===== src/rtl/tlca_pkg.sv =====
// shared types, constants and helper functions for the traffic lane step unit
package tlca_pkg;

  localparam int MAX_CARS = 64;
  localparam int SLOT_W   = 6;
  localparam int CNT_W    = 7;
  localparam int POS_W    = 10;
  localparam int SPD_W    = 4;
  localparam int LEN_W    = 11;
  localparam int THR_W    = 17;
  localparam int LFSR_W   = 16;
  localparam int GAP_W    = 13;
  localparam int CFG_W    = 17;
  localparam int FLOW_W   = 32;

  localparam logic [LEN_W-1:0]  ROAD_RESET = 11'd10;
  localparam logic [THR_W-1:0]  SLOW_RESET = 17'd64881;
  localparam logic [THR_W-1:0]  TWO_RESET  = 17'd32768;
  localparam logic [LFSR_W-1:0] SEED_RESET = 16'd44257;

  typedef enum logic [1:0] {
    KIND_CLEAR  = 2'd0,
    KIND_APPEND = 2'd1,
    KIND_STEP   = 2'd2,
    KIND_READ   = 2'd3
  } kind_t;

  typedef enum logic [1:0] {
    CFG_ROAD_LENGTH = 2'd0,
    CFG_SLOW_THR    = 2'd1,
    CFG_TWO_THR     = 2'd2,
    CFG_SEED        = 2'd3
  } cfg_reg_t;

  typedef enum logic [2:0] {
    OP_NONE,
    OP_CLEAR,
    OP_APPEND,
    OP_P12,
    OP_P34,
    OP_P56
  } op_t;

  typedef struct packed {
    op_t  op;
    logic load;
  } ctl_cmd_t;

  typedef struct packed {
    logic busy;
    logic empty;
  } dp_status_t;

  typedef struct packed {
    logic [POS_W-1:0] pos;
    logic [POS_W-1:0] prev;
    logic [SPD_W-1:0] spd;
    logic [SPD_W-1:0] top;
    logic             look;
  } car_t;

  function automatic logic [LFSR_W-1:0] lfsr_next(input logic [LFSR_W-1:0] v);
    return {v[0] ^ v[2] ^ v[3] ^ v[5], v[LFSR_W-1:1]};
  endfunction

  function automatic logic signed [GAP_W-1:0] wrap_gap(input logic [POS_W-1:0] ahead,
                                                       input logic [POS_W-1:0] own,
                                                       input logic [LEN_W-1:0] len);
    logic signed [GAP_W-1:0] d;
    d = $signed({{(GAP_W-POS_W){1'b0}}, ahead}) - $signed({{(GAP_W-POS_W){1'b0}}, own});
    if (d < 0) begin
      d = d + $signed({{(GAP_W-LEN_W){1'b0}}, len});
    end
    return d;
  endfunction

  function automatic logic [SPD_W-1:0] limit_speed(input logic [SPD_W-1:0] s,
                                                   input logic signed [GAP_W-1:0] b);
    logic [SPD_W-1:0] r;
    r = s;
    if (b < 0) begin
      r = '0;
    end else if (b < $signed({{(GAP_W-SPD_W){1'b0}}, s})) begin
      r = b[SPD_W-1:0];
    end
    return r;
  endfunction

endpackage


===== src/rtl/traffic_lane_ca_step_unit.sv =====
// top level of the traffic lane cellular automaton step unit
// One item is worked on at a time; the next item is taken while a result waits in the output
// register. A step on n cars runs three sweeps over the car memories (draw and accelerate,
// slow-to-start and gap limits, collision limit and move), each reading one car per cycle
// through the single read port plus two wrap reads.
module traffic_lane_ca_step_unit (
  input  logic                          clk,
  input  logic                          rst,
  input  logic                          in_valid,
  output logic                          in_stall,
  input  tlca_pkg::kind_t               kind,
  input  logic [tlca_pkg::POS_W-1:0]    car_position,
  input  logic [tlca_pkg::SPD_W-1:0]    car_speed,
  input  logic [tlca_pkg::SPD_W-1:0]    car_top_speed,
  input  logic [tlca_pkg::SLOT_W-1:0]   car_slot,
  output logic                          out_valid,
  input  logic                          out_stall,
  output logic [tlca_pkg::POS_W-1:0]    out_position,
  output logic [tlca_pkg::POS_W-1:0]    out_prev_position,
  output logic [tlca_pkg::SPD_W-1:0]    out_speed,
  output logic [tlca_pkg::CNT_W-1:0]    car_total,
  output logic [tlca_pkg::FLOW_W-1:0]   flow_total,
  output logic                          rejected,
  input  logic                          cfg_valid,
  output logic                          cfg_ready,
  input  logic [1:0]                    cfg_index,
  input  logic [tlca_pkg::CFG_W-1:0]    cfg_data
);
  import tlca_pkg::*;

  ctl_cmd_t   cmd;
  dp_status_t status;
  logic       take;

  assign cfg_ready = 1'b1;
  assign take      = in_valid && !in_stall;

  tlca_ctrl u_ctrl (
    .clk       (clk),
    .rst       (rst),
    .in_valid  (in_valid),
    .in_kind   (kind),
    .in_stall  (in_stall),
    .out_valid (out_valid),
    .out_stall (out_stall),
    .status    (status),
    .cmd       (cmd)
  );

  tlca_datapath u_dp (
    .clk               (clk),
    .rst               (rst),
    .take              (take),
    .kind              (kind),
    .car_position      (car_position),
    .car_speed         (car_speed),
    .car_top_speed     (car_top_speed),
    .car_slot          (car_slot),
    .cfg_we            (cfg_valid && cfg_ready),
    .cfg_index         (cfg_index),
    .cfg_data          (cfg_data),
    .cmd               (cmd),
    .status            (status),
    .out_position      (out_position),
    .out_prev_position (out_prev_position),
    .out_speed         (out_speed),
    .car_total         (car_total),
    .flow_total        (flow_total),
    .rejected          (rejected)
  );

endmodule


===== src/rtl/tlca_ram.sv =====
// generic single write port, single read port ram with registered read
module tlca_ram #(
  parameter int WIDTH = 8,
  parameter int DEPTH = 64,
  localparam int AW = $clog2(DEPTH)
) (
  input  logic             clk,
  input  logic             we,
  input  logic [AW-1:0]    waddr,
  input  logic [WIDTH-1:0] wdata,
  input  logic [AW-1:0]    raddr,
  output logic [WIDTH-1:0] rdata
);

  logic [WIDTH-1:0] mem [DEPTH];

  always_ff @(posedge clk) begin
    if (we) begin
      mem[waddr] <= wdata;
    end
    rdata <= mem[raddr];
  end

endmodule


===== src/rtl/tlca_datapath.sv =====
// car memories, sweep window, lfsr, counters and result register
module tlca_datapath (
  input  logic                          clk,
  input  logic                          rst,
  input  logic                          take,
  input  tlca_pkg::kind_t               kind,
  input  logic [tlca_pkg::POS_W-1:0]    car_position,
  input  logic [tlca_pkg::SPD_W-1:0]    car_speed,
  input  logic [tlca_pkg::SPD_W-1:0]    car_top_speed,
  input  logic [tlca_pkg::SLOT_W-1:0]   car_slot,
  input  logic                          cfg_we,
  input  logic [1:0]                    cfg_index,
  input  logic [tlca_pkg::CFG_W-1:0]    cfg_data,
  input  tlca_pkg::ctl_cmd_t            cmd,
  output tlca_pkg::dp_status_t          status,
  output logic [tlca_pkg::POS_W-1:0]    out_position,
  output logic [tlca_pkg::POS_W-1:0]    out_prev_position,
  output logic [tlca_pkg::SPD_W-1:0]    out_speed,
  output logic [tlca_pkg::CNT_W-1:0]    car_total,
  output logic [tlca_pkg::FLOW_W-1:0]   flow_total,
  output logic                          rejected
);
  import tlca_pkg::*;

  kind_t              kind_q;
  logic [POS_W-1:0]   in_pos_q;
  logic [SPD_W-1:0]   in_spd_q;
  logic [SPD_W-1:0]   in_top_q;
  logic [SLOT_W-1:0]  slot_q;

  logic [LEN_W-1:0]   road_len;
  logic [THR_W-1:0]   slow_thr;
  logic [THR_W-1:0]   two_thr;
  logic [LFSR_W-1:0]  seed;

  logic [CNT_W-1:0]   n;
  logic [FLOW_W-1:0]  flow;
  logic [LFSR_W-1:0]  lfsr;
  logic               rej_q;

  op_t                pass_q;
  logic               issuing;
  logic [CNT_W-1:0]   j;
  logic               dv;
  logic [CNT_W-1:0]   dj;
  car_t               head0;
  car_t               head1;
  car_t               wa;
  car_t               wb;
  logic [SPD_W-1:0]   spd0_new;

  car_t               rd;
  car_t               e;
  logic               proc;
  logic [CNT_W-1:0]   i;
  logic [LFSR_W-1:0]  dr;
  logic               full;
  logic               append;
  logic               slot_ok;

  logic [SPD_W-1:0]   s12;
  logic               look12;
  logic signed [GAP_W-1:0] b3;
  logic signed [GAP_W-1:0] b4;
  logic [SPD_W-1:0]   s3;
  logic [SPD_W-1:0]   s4;
  logic [SPD_W-1:0]   sa1;
  logic signed [GAP_W-1:0] b5;
  logic [SPD_W-1:0]   s5;
  logic [LEN_W-1:0]   p;
  logic [LEN_W-1:0]   pw;
  logic               wrap;

  logic [SLOT_W-1:0]  raddr;
  logic [SLOT_W-1:0]  waddr;
  logic               spd_we;
  logic               look_we;
  logic               pos_we;
  logic [SPD_W-1:0]   spd_wd;
  logic [POS_W-1:0]   pos_wd;
  logic [POS_W-1:0]   prev_wd;
  logic               look_wd;
  logic [SPD_W-1:0]   spd_sum;

  assign full    = (n == CNT_W'(MAX_CARS));
  assign append  = (cmd.op == OP_APPEND) && !full;
  assign slot_ok = ({1'b0, slot_q} < n);
  assign raddr   = issuing ? j[SLOT_W-1:0] : slot_q;

  assign e    = (dj < n) ? rd : (((dj == n + 7'd1) && (n > 7'd1)) ? head1 : head0);
  assign proc = dv && (dj >= 7'd2);
  assign i    = dj - 7'd2;
  assign dr   = lfsr_next(lfsr);

  // passes 1 and 2
  assign spd_sum = (wa.spd == '1) ? wa.spd : wa.spd + 4'd1;
  assign look12  = ({1'b0, dr} < two_thr);
  assign s12     = (wa.top < wa.spd + {3'b0, ~&wa.spd}) ? wa.top : spd_sum;

  // passes 3 and 4
  assign b3 = wa.look ? wrap_gap(e.prev, wa.prev, road_len) - 13'sd2
                      : wrap_gap(wb.prev, wa.pos, road_len) - 13'sd1;
  assign s3 = ({1'b0, dr} < slow_thr) ? limit_speed(wa.spd, b3) : wa.spd;
  assign b4 = wa.look ? wrap_gap(e.pos, wa.pos, road_len) - 13'sd2
                      : wrap_gap(wb.pos, wa.pos, road_len) - 13'sd1;
  assign s4 = limit_speed(s3, b4);

  // passes 5 and 6, the last car sees the already limited speed of car zero
  assign sa1  = ((i == n - 7'd1) && (n > 7'd1)) ? spd0_new : wb.spd;
  assign b5   = wrap_gap(wb.pos, wa.pos, road_len) - 13'sd1
              + $signed({{(GAP_W-SPD_W){1'b0}}, sa1});
  assign s5   = limit_speed(wa.spd, b5);
  assign p    = {1'b0, wa.pos} + {{(LEN_W-SPD_W){1'b0}}, s5};
  assign wrap = (p >= road_len);
  assign pw   = wrap ? p - road_len : p;

  always_comb begin
    waddr   = append ? n[SLOT_W-1:0] : i[SLOT_W-1:0];
    spd_we  = append;
    look_we = append;
    pos_we  = append;
    spd_wd  = in_spd_q;
    look_wd = 1'b0;
    pos_wd  = in_pos_q;
    prev_wd = in_pos_q;
    if (proc) begin
      unique case (pass_q)
        OP_P12: begin
          spd_we  = 1'b1;
          look_we = 1'b1;
          spd_wd  = s12;
          look_wd = look12;
        end
        OP_P34: begin
          spd_we = 1'b1;
          spd_wd = s4;
        end
        OP_P56: begin
          spd_we  = 1'b1;
          pos_we  = 1'b1;
          spd_wd  = s5;
          pos_wd  = pw[POS_W-1:0];
          prev_wd = wa.pos;
        end
        default: begin
        end
      endcase
    end
  end

  tlca_ram #(.WIDTH(POS_W), .DEPTH(MAX_CARS)) u_pos_ram (
    .clk(clk), .we(pos_we), .waddr(waddr), .wdata(pos_wd), .raddr(raddr), .rdata(rd.pos)
  );
  tlca_ram #(.WIDTH(POS_W), .DEPTH(MAX_CARS)) u_prev_ram (
    .clk(clk), .we(pos_we), .waddr(waddr), .wdata(prev_wd), .raddr(raddr), .rdata(rd.prev)
  );
  tlca_ram #(.WIDTH(SPD_W), .DEPTH(MAX_CARS)) u_spd_ram (
    .clk(clk), .we(spd_we), .waddr(waddr), .wdata(spd_wd), .raddr(raddr), .rdata(rd.spd)
  );
  tlca_ram #(.WIDTH(SPD_W), .DEPTH(MAX_CARS)) u_top_ram (
    .clk(clk), .we(append), .waddr(waddr), .wdata(in_top_q), .raddr(raddr), .rdata(rd.top)
  );
  tlca_ram #(.WIDTH(1), .DEPTH(MAX_CARS)) u_look_ram (
    .clk(clk), .we(look_we), .waddr(waddr), .wdata(look_wd), .raddr(raddr), .rdata(rd.look)
  );

  assign status.busy  = issuing | dv;
  assign status.empty = (n == '0);

  // input capture and payload
  always_ff @(posedge clk) begin
    if (take) begin
      kind_q   <= kind;
      in_pos_q <= car_position;
      in_spd_q <= car_speed;
      in_top_q <= car_top_speed;
      slot_q   <= car_slot;
    end
    if (dv) begin
      wa <= wb;
      wb <= e;
      if (dj == 7'd0) begin
        head0 <= rd;
      end
      if (dj == 7'd1) begin
        head1 <= rd;
      end
    end
    if (proc && (i == 7'd0)) begin
      spd0_new <= s5;
    end
    if (cmd.op == OP_APPEND) begin
      rej_q <= full;
    end
    if (cmd.load) begin
      out_position      <= '0;
      out_prev_position <= '0;
      out_speed         <= '0;
      car_total         <= n;
      flow_total        <= flow;
      rejected          <= 1'b0;
      unique case (kind_q)
        KIND_APPEND: rejected <= rej_q;
        KIND_READ: begin
          rejected <= !slot_ok;
          if (slot_ok) begin
            out_position      <= rd.pos;
            out_prev_position <= rd.prev;
            out_speed         <= rd.spd;
          end
        end
        default: begin
        end
      endcase
    end
  end

  // control state of the datapath
  always_ff @(posedge clk) begin
    if (rst) begin
      road_len <= ROAD_RESET;
      slow_thr <= SLOW_RESET;
      two_thr  <= TWO_RESET;
      seed     <= SEED_RESET;
      n        <= '0;
      flow     <= '0;
      lfsr     <= SEED_RESET;
      pass_q   <= OP_NONE;
      issuing  <= 1'b0;
      j        <= '0;
      dv       <= 1'b0;
      dj       <= '0;
    end else begin
      if (cfg_we) begin
        unique case (cfg_reg_t'(cfg_index))
          CFG_ROAD_LENGTH: road_len <= cfg_data[LEN_W-1:0];
          CFG_SLOW_THR:    slow_thr <= cfg_data[THR_W-1:0];
          CFG_TWO_THR:     two_thr  <= cfg_data[THR_W-1:0];
          CFG_SEED:        seed     <= cfg_data[LFSR_W-1:0];
        endcase
      end
      dv <= issuing;
      dj <= j;
      if (issuing) begin
        if (j == n + 7'd1) begin
          issuing <= 1'b0;
        end else begin
          j <= j + 7'd1;
        end
      end
      if (proc && ((pass_q == OP_P12) || (pass_q == OP_P34))) begin
        lfsr <= dr;
      end
      if (proc && (pass_q == OP_P56) && wrap) begin
        flow <= flow + 32'd1;
      end
      unique case (cmd.op)
        OP_CLEAR: begin
          n    <= '0;
          flow <= '0;
          lfsr <= seed;
        end
        OP_APPEND: begin
          if (!full) begin
            n <= n + 7'd1;
          end
        end
        OP_P12, OP_P34, OP_P56: begin
          pass_q  <= cmd.op;
          issuing <= 1'b1;
          j       <= '0;
        end
        default: begin
        end
      endcase
    end
  end

endmodule


===== src/rtl/tlca_ctrl.sv =====
// controller state machine sequencing commands and the passes of a step
module tlca_ctrl (
  input  logic                 clk,
  input  logic                 rst,
  input  logic                 in_valid,
  input  tlca_pkg::kind_t      in_kind,
  output logic                 in_stall,
  output logic                 out_valid,
  input  logic                 out_stall,
  input  tlca_pkg::dp_status_t status,
  output tlca_pkg::ctl_cmd_t   cmd
);
  import tlca_pkg::*;

  typedef enum logic [2:0] {
    S_IDLE,
    S_READ,
    S_P12,
    S_P34,
    S_P56,
    S_DONE
  } state_t;

  state_t state;
  op_t    op_q;
  logic   take;
  logic   load;
  logic   pass_end;

  assign in_stall = (state != S_IDLE);
  assign take     = in_valid && !in_stall;
  assign pass_end = (op_q == OP_NONE) && !status.busy;
  assign load     = (state == S_DONE) && (op_q == OP_NONE) && (!out_valid || !out_stall);
  assign cmd      = '{op: op_q, load: load};

  always_ff @(posedge clk) begin
    if (rst) begin
      state     <= S_IDLE;
      op_q      <= OP_NONE;
      out_valid <= 1'b0;
    end else begin
      op_q <= OP_NONE;
      if (load) begin
        out_valid <= 1'b1;
      end else if (!out_stall) begin
        out_valid <= 1'b0;
      end
      unique case (state)
        S_IDLE: begin
          if (take) begin
            unique case (in_kind)
              KIND_CLEAR: begin
                op_q  <= OP_CLEAR;
                state <= S_DONE;
              end
              KIND_APPEND: begin
                op_q  <= OP_APPEND;
                state <= S_DONE;
              end
              KIND_STEP: begin
                if (status.empty) begin
                  state <= S_DONE;
                end else begin
                  op_q  <= OP_P12;
                  state <= S_P12;
                end
              end
              KIND_READ: state <= S_READ;
            endcase
          end
        end
        S_READ: state <= S_DONE;
        S_P12: begin
          if (pass_end) begin
            op_q  <= OP_P34;
            state <= S_P34;
          end
        end
        S_P34: begin
          if (pass_end) begin
            op_q  <= OP_P56;
            state <= S_P56;
          end
        end
        S_P56: begin
          if (pass_end) begin
            state <= S_DONE;
          end
        end
        S_DONE: begin
          if (load) begin
            state <= S_IDLE;
          end
        end
        default: state <= S_IDLE;
      endcase
    end
  end

endmodule


===== config.mk =====
export PLATFORM = sky130hd
export DESIGN_NAME = traffic_lane_ca_step_unit
export DESIGN_NICKNAME = d
export VERILOG_FILES = /design/src/rtl/tlca_pkg.sv /design/src/rtl/traffic_lane_ca_step_unit.sv /design/src/rtl/tlca_ram.sv /design/src/rtl/tlca_datapath.sv /design/src/rtl/tlca_ctrl.sv
export SDC_FILE = /design/constraint.sdc
export NUM_CORES = 2
export LEC_CHECK = 0
export BUFFER_PORTS_ARGS = -buffer_cell sky130_fd_sc_hd__buf_2
export CAP_MARGIN = 20
export CORE_MARGIN = 8
export CORE_UTILIZATION = 45
export CTS_BUF_LIST = sky130_fd_sc_hd__clkbuf_16
export CTS_CLUSTER_DIAMETER = 30
export DETAILED_ROUTE_END_ITERATION = 10
export PLACE_DENSITY_LB_ADDON = 0.08
export SKIP_LAST_GASP = 1
export SYNTH_ARGS = -nofsm -noshare
export SYNTH_HDL_FRONTEND = slang
export SYNTH_SLANG_ARGS = --single-unit
export TNS_END_PERCENT = 20

===== constraint.sdc =====
create_clock -name clk -period 15 [get_ports clk]
set_clock_uncertainty 0.15 [all_clocks]
set_input_delay 3 -clock clk [delete_from_list [all_inputs] [get_ports clk]]
set_output_delay 3 -clock clk [all_outputs]
set_load 0.005 [all_outputs]

# Word level (Yosys, flattened, before mapping)
# Memory sizes are Yosys's and may differ from the RTL's. A register that Yosys moved wholly into a read port is not among the register bits.
# Index checks and enable logic that the tools add are counted.
[word_totals]
regBits = 353
latchBits = 0
ram_bits = 1856
romBits = 0
inputBits = 50
out_inout_bits = 67
n_memories = 5
[op_classes]
add_sub_neg = 22
multipliers = 0
div_mod_pow = 0
magnitude_cmp = 18
n_eq_ne = 34
shifts = 0
muxes = 67
bitwise = 5
reduce_logical = 47
[mem_list]
columns = ["name", "depth", "word_bits", "rd", "rd_clocked_by_memory_dff", "write_ports", "line", "rtl"]
rows = [
  ["u_dp.u_pos_ram.mem", 64, 10, 1, 1, 1, "tlca_ram.sv:15", "logic [WIDTH-1:0] mem [DEPTH];"],
  ["u_dp.u_prev_ram.mem", 64, 10, 1, 1, 1, "tlca_ram.sv:15", ""],
  ["u_dp.u_spd_ram.mem", 64, 4, 1, 1, 1, "tlca_ram.sv:15", ""],
  ["u_dp.u_top_ram.mem", 64, 4, 1, 1, 1, "tlca_ram.sv:15", ""],
  ["u_dp.u_look_ram.mem", 64, 1, 1, 1, 1, "tlca_ram.sv:15", ""],
]
[ops]
columns = ["op", "count"]
rows = [
  ["$mux W13", 6],
  ["$mux W29", 2],
  ["$add A11 B12 Y13", 4],
  ["$mux W10", 5],
  ["$lt A11 B1 Y1 const B", 4],
  ["$mux W4", 11],
  ["$sub A10 B10 Y11", 4],
  ["$lt A13 B1 Y1 const B", 3],
  ["$lt A13 B5 Y1", 3],
  ["$lt A16 B17 Y1", 2],
  ["$add A32 B1 Y32 const B", 1],
  ["$mux W16", 2],
  ["$mux W3", 9],
  ["$pmux W3 S3", 3],
  ["$sub A13 B2 Y13 const B", 2],
  ["$sub A13 B3 Y13 const B", 2],
  ["$eq A7 B7 Y1", 3],
  ["$logic_not A7 Y1", 3],
  ["$mux W1", 21],
  ["$eq A3 B3 Y1 const B", 6],
  ["$pmux W3 S6", 1],
  ["$reduce_and A2 Y1", 9],
  ["$eq A3 B2 Y1 const B", 5],
  ["$add A7 B1 Y7 const B", 2],
  ["other kinds (42)", 80],
]

# Logic depth before layout (Yosys ltp)
[logic_depth]
ltp_word = 19
ltp_mapped = 44
mapped_depth_nobuf = 42

# Hierarchy
# From an unflattened synthesis, not the netlist that was laid out.
[unflattened]
hier_cells = 5960
hier_area_um2 = 97009.3
[by_module_without_submodules]
columns = ["module", "n_inst", "cells_each", "area_per_inst_um2", "seq_area_each_um2"]
rows = [
  ["tlca_ram (u_dp.u_pos_ram ...)", 2, 1118, 25101.6, 19418.6],
  ["tlca_datapath", 1, 2421, 22639.2, 9038.7],
  ["tlca_ram (u_dp.u_spd_ram ...)", 2, 521, 10407.5, 7767.4],
  ["tlca_ram (u_dp.u_look_ram)", 1, 204, 2914.0, 1941.9],
  ["tlca_ctrl", 1, 54, 412.9, 140.1],
  ["traffic_lane_ca_step_unit", 1, 3, 25.0, 0.0],
]

# Least setup slack after synthesis
# OpenSTA, ideal clock, no wires.
[synth_timing]
path_type = "reg-to-reg"
startpoint = "reg u_dp.wa[19] in the netlist's numbering"
endpoint = "mem u_dp.u_pos_ram.mem[0][0] in the netlist's numbering (data pin)"
setup_ns = 0.719
arrival_ns = 11.202
required_ns = 14.131
path_slack_ns = 2.929
path_stages_with_launch = 37
synth_period_minus_slack_ns = 12.071
cell_sequence = "edfxtp_1 ha_1 fa_1 nand2b_1 a211oi_1 o32a_1 nand2_1 inv_1 ha_1 or3b_2 o21ai_0 or4_4 or3_4 mux2_4 or3_4 a31oi_4 nand4_4 mux2_4 o221ai_2 mux2_2 nor2b_1 fa_1 xor2_1 ha_1 o21ai_0 a21boi_0 o21ai_0 a21boi_0 o21ai_0 a21boi_0 o21ai_0 a21boi_0 o21ai_1 nand2_1 clkbuf_1 nor2_1 o31ai_1"
[synth_between]
elab_chain_cells = 13
elab_cells_between_ends = 16
classes_between = "6 x add/sub; 4 x order compare; 6 x mux"
[synth_rtl]
columns = ["element", "line", "rtl"]
rows = [
  ["from (decl)", "tlca_datapath.sv:48", "car_t wa;"],
  ["from (signal assigned)", "tlca_datapath.sv:180", "wa <= wb;"],
  ["$sub A10 B10 Y11 (*)", "tlca_pkg.sv:70", "d = $signed({{(GAP_W-POS_W){1'b0}}, ahead}) - $signed({{(GAP_W-POS_W){1'b0}}, own});"],
  ["$add A11 B12 Y13 / $lt A11 B1 Y1 (equally long branches)", "tlca_pkg.sv:72, tlca_pkg.sv:71", ""],
  ["$mux W13 (*)", "tlca_pkg.sv:71", "if (d < 0) begin"],
  ["$sub A13 B2 Y13 (*)", "tlca_datapath.sv:110", "assign b5 = wrap_gap(wb.pos, wa.pos, road_len) - 13'sd1"],
  ["$add A13 B5 Y13 (*)", "tlca_datapath.sv:111", "+ $signed({{(GAP_W-SPD_W){1'b0}}, sa1});"],
  ["$lt A13 B5 Y1", "tlca_pkg.sv:83", "end else if (b < $signed({{(GAP_W-SPD_W){1'b0}}, s})) begin"],
  ["$mux W4", "tlca_pkg.sv:83", ""],
  ["$mux W4 (*)", "tlca_pkg.sv:81", "if (b < 0) begin"],
  ["net u_dp.s5[1]", "tlca_datapath.sv:69", "logic [SPD_W-1:0] s5;"],
  ["$add A10 B4 Y11 (*)", "tlca_datapath.sv:113", "assign p = {1'b0, wa.pos} + {{(LEN_W-SPD_W){1'b0}}, s5};"],
  ["$ge A11 B11 Y1 (*)", "tlca_datapath.sv:114", "assign wrap = (p >= road_len);"],
  ["$mux W10 (*)", "tlca_datapath.sv:115", "assign pw = wrap ? p - road_len : p;"],
  ["$mux W10 (*)", "tlca_datapath.sv:127", "unique case (pass_q)"],
  ["$mux W10 (*)", "tlca_datapath.sv:126", "if (proc) begin"],
  ["net u_dp.pos_wd[0]", "tlca_datapath.sv:80", "logic [POS_W-1:0] pos_wd;"],
  ["to (decl)", "tlca_ram.sv:15", ""],
]
# Mark *: on every way through the listed nets, which the timed path passes. The rest lies on a longest branch.

==> results <==
- The starting density of the core is 45.2%.
- IR analysis of the VDD net gives a maximum drop of 0.111 mV.
- Headroom to the max-slew limit came out at 22.0%.
- Setup repair after global routing left no endpoint under its margin.
- The most common cell after layout, fill and taps aside is sky130_fd_sc_hd__edfxtp_1.
- The later pin in the worst-skew pair is clocked with a latency of 0.99 ns.
- The slew at the pin closest to its max-slew limit is 1.17 ns.
- By area the synthesized netlist is led by sky130_fd_sc_hd__edfxtp_1, sky130_fd_sc_hd__mux4_2, sky130_fd_sc_hd__dfxtp_1.
- The slack of the worst reg-to-reg path is 3.35 ns.
- The first routing iteration left 4516 violations.
- Counting cells, the worst reg-to-reg path comes to 35.
- In this run the vertical extent of the chip is 477 um.
- The number of distinct library cells after synthesis is 94.
- Summed over its instances, the top area cell type makes up 64.9% of the synthesized netlist area.
- The post-synthesis cell area is 95600 um2.
- The count of nets left with antenna violations once routing finished came out at 0.
- Data on the critical path is required at its endpoint by 15.49 ns.
- Counting along the longest clock path gives a buffer depth of 4.
- At the end of routability-driven placement, the weighted congestion stood at 0.919.
- The cts-stage hold buffer count is 0.
- The post-route standard cell area excluding fillers is 117000 um2.
- The number of hold violations in the final report was 0.
- The startpoint of the lowest-slack register-to-register path is u_dp.n[2].
- The first-pass GRT wire length is 393000 um.
- The class of the most critical setup path is reg -> reg.
- Buffers added to address setup during post-CTS repair amount to 0.
- The via count of the first global-routing pass is 57500.
- The post-route DRC violation count is 0.
- The worst hold endpoint is u_dp.wa[1].
- The category of the worst setup path capture point is a flip-flop.
- The sum of overflow across all layers after global routing is 0.
- The H-tree was split into 5 levels.
- Relative to the synthesized area, the layout overhead comes to 22.0%.
- The largest area contributor in the netlist is sky130_fd_sc_hd__edfxtp_1.
- Dividing the detail-routed wire length by the instance count gives 27.6 um.
- The share of cells above drive strength 1 is 24.2%.
- The cell sitting at the root of the clock tree is a sky130_fd_sc_hd__clkbuf_16.
- The number of violations of the max-capacitance limit is 0.
- The proportion of register bits with asynchronous set or reset after synthesis is 0%.
- The share of the clock period used by the worst path after layout is 77.7%.
- The setup TNS is 0 ns.
- The number of ports placed on the die boundary is 117.
- The largest individual stage delay along the critical path comes from the cell sky130_fd_sc_hd__or4_2.
- Summing the sequential cell areas from Yosys gives 68.5% of the chip area.
- The delay of the slowest critical-path stage is 1.15 ns.
- Based on the critical path, the design can be clocked at up to 85.8 MHz.
- The count of pins over their slew limit is 0.
- The startpoint identified for the worst hold timing path is u_dp.wb[1].
- The pin count of the biggest net entering global routing is 112.
- The number of antenna violations at the first check in global routing is 10.
- The flow ran to the end, and the final reports show no timing, DRC or antenna violations.
- The leakage power figure is 39.8 nW.
- Once detailed placement completed, the half-perimeter wirelength came to 168000 um.
- Row generation in the floorplan step produced 169 rows.
- Counting both buffers and inverters, the worst setup path holds a total of 3.
- The worst hold path passes through 0 cells.
- After clock tree synthesis, the repair step resized 0 gates.
- The number of clock buffers inserted by TritonCTS is 470.
- Yosys mapped a number of flops with a built-in enable equal to 2067.
- The area of the die is 228000 um2.
- On the critical path the largest part of the delay comes from simple AND/OR/NAND/NOR gates.
- The count of buffers added on input and output ports is 115.
- The number of instances in the synthesized netlist is 6041.
- Synthesis produced a netlist with a net count of 6279.
- After clock tree synthesis, the clock-pin slew on the worst setup and hold paths is 0.05 ns.
- In this run the power density over the cells is 166 nW/um2.
- In the final design database the tool counted 6717 nets.
- The endpoint of the lowest-slack register-to-register path is u_dp.u_spd_ram.mem[38][0].
- The final wirelength is 268000 um.
- For this run, the share of the core covered by cells in the final layout is 55.1%.
- The synthesis warning total is 0.
- In this run the horizontal extent of the chip is 477 um.
- The number of filler instances in the final layout is 16700.
- In this run the worst hold path is classified as reg -> reg.
- STA puts the critical path data arrival time at 12.14 ns.
- The highest net fanout along the worst path is 64.
- The total via count in the routed design is 56100.
- Leaving out fill and tap cells, the most frequent cells in the layout are sky130_fd_sc_hd__edfxtp_1, sky130_fd_sc_hd__nand2_1, sky130_fd_sc_hd__clkbuf_16, sky130_fd_sc_hd__mux4_2, sky130_fd_sc_hd__nor2_1.
- The total area inside the core boundary comes to 212000 um2.
- The register bit total from synthesis is 2238.
- The post-synthesis area per instance is 15.8 um2.
- The clock net in this run drives a total of 2238 sinks.
- The CTS tree is yes.
- The predominant post-synthesis flop cell is sky130_fd_sc_hd__edfxtp_1.
- The final period demand of the worst path is 11.65 ns.
- The placed standard-cell area is 101000 um2.
- The total iterations of the first detailed-routing run is 6.
- The overall global routing resource usage is 23.0%.
- The critical path startpoint category is a flip-flop.
- The routed via count divided by cell count is 5.79.
- Setup violations remaining at the end of the flow were counted as 0.
-- worst reg2reg max path: cells and delay by family, from the launching register on --
family,cells,cell delay (ns)
simple gates,11,4.34
compound gates,15,3.39
buf+inv,3,1.04
fa+ha+maj,3,1.03
flops,1,0.58
xor+xnor,2,0.44
mux,1,0.27
-- sequential cells by signal (all words and copies together) (netlist names), 32 cells and up --
| name | flops |
|---|---|
| u_dp.flow | 32 |
| u_dp.flow_total | 32 |
| u_dp.u_look_ram.mem | 64 |
| u_dp.u_pos_ram.mem | 640 |
| u_dp.u_prev_ram.mem | 640 |
| u_dp.u_spd_ram.mem | 256 |
| u_dp.u_top_ram.mem | 256 |
-- through the flow --
stage / std cells / worst slack [ns] / total power, mW / hold slack (ns)
2_1_floorplan: 6041 / 2.93 / 8.44 / 0.250
3_3_place_gp: 8821 / 3.36 / 9.14 / 0.254
3_5_place_dp: 8823 / 3.21 / 9.16 / 0.255
4_1_cts: 9685 / 3.22 / 19.6 / 0.278
5_1_grt: 9691 / 2.61 / 20.0 / 0.293
6_report: 9692 / 3.35 / 19.4 / 0.279
-- per-layer routing --
layer | up-vias | GRT usage, % | routed length, um
li1 | 24800 | - | -
met1 | 29200 | 31.1 | 115000
met2 | 1709 | 38.6 | 132000
met3 | 424 | 3.85 | 14300
met4 | 0 | 6.56 | 6790
met5 | - | 0 | 0
-- where the power goes --
group	leakage [nW]	switching (mW)	internal [mW]
Clock	7.91	3.29	7.07
Sequential	20.2	0.0948	7.09
Combinational	11.7	1.20	0.645
-- synthesized netlist by cell type (81+ instances only) --
| cell | number |
|---|---|
| sky130_fd_sc_hd__xnor2_1 | 81 |
| sky130_fd_sc_hd__o21ai_0 | 113 |
| sky130_fd_sc_hd__mux2i_1 | 89 |
| sky130_fd_sc_hd__nand2_1 | 511 |
| sky130_fd_sc_hd__dfxtp_1 | 171 |
| sky130_fd_sc_hd__edfxtp_1 | 2067 |
| sky130_fd_sc_hd__a211oi_1 | 184 |
| sky130_fd_sc_hd__mux4_2 | 465 |
| sky130_fd_sc_hd__nor2_1 | 502 |
| sky130_fd_sc_hd__and2_1 | 145 |
| sky130_fd_sc_hd__clkbuf_1 | 234 |
| sky130_fd_sc_hd__inv_1 | 155 |
| sky130_fd_sc_hd__ha_1 | 177 |
| sky130_fd_sc_hd__a21oi_1 | 261 |
-- cell families (layout without fill, tap and decap cells) --
| group | Yosys count | after routing | share of synthesized area, % |
|---|---|---|---|
| DFF | 2238 | 2238 | 68.5 |
| adders and majority gates | 188 | 188 | 2.55 |
| and+or+nand+nor | 1504 | 1504 | 7.20 |
| other | 1 | 3 | 0.00392 |
| AOI/OAI and AO/OA | 933 | 933 | 6.52 |
| buffers and inverters | 467 | 1295 | 1.86 |
| muxes | 573 | 573 | 12.1 |
| xor gates and xnor gates | 137 | 137 | 1.27 |
-- cell type report --
type                       count  area, um2  share of cell area [%]
inverter                     159        597                   0.511
clock inverter               387       4150                    3.55
timing repair buffer         274       1910                    1.64
multi-input combinational   3336      29200                    25.0
clock buffer                 475      11900                    10.2
antenna                        2       5.00                 0.00429
tap                         2821       3530                    3.02
sequential                  2238      65500                    56.1
-- worst max path at each step --
stage / endpoint / cells after the start / from / slack, ns
floorplan: u_dp.u_pos_ram.mem[0][0] / 36 / u_dp.wa[19] / 2.93
global placement: u_dp.u_pos_ram.mem[52][0] / 34 / u_dp.wa[19] / 3.36
detailed placement: u_dp.u_pos_ram.mem[45][0] / 35 / u_dp.wa[19] / 3.21
CTS: u_dp.u_pos_ram.mem[1][0] / 35 / u_dp.wa[19] / 3.22
global route: u_dp.u_spd_ram.mem[44][0] / 35 / u_dp.n[2] / 2.61
finish: u_dp.u_spd_ram.mem[38][0] / 35 / u_dp.n[2] / 3.35
(Power assumes the default switching activity.)
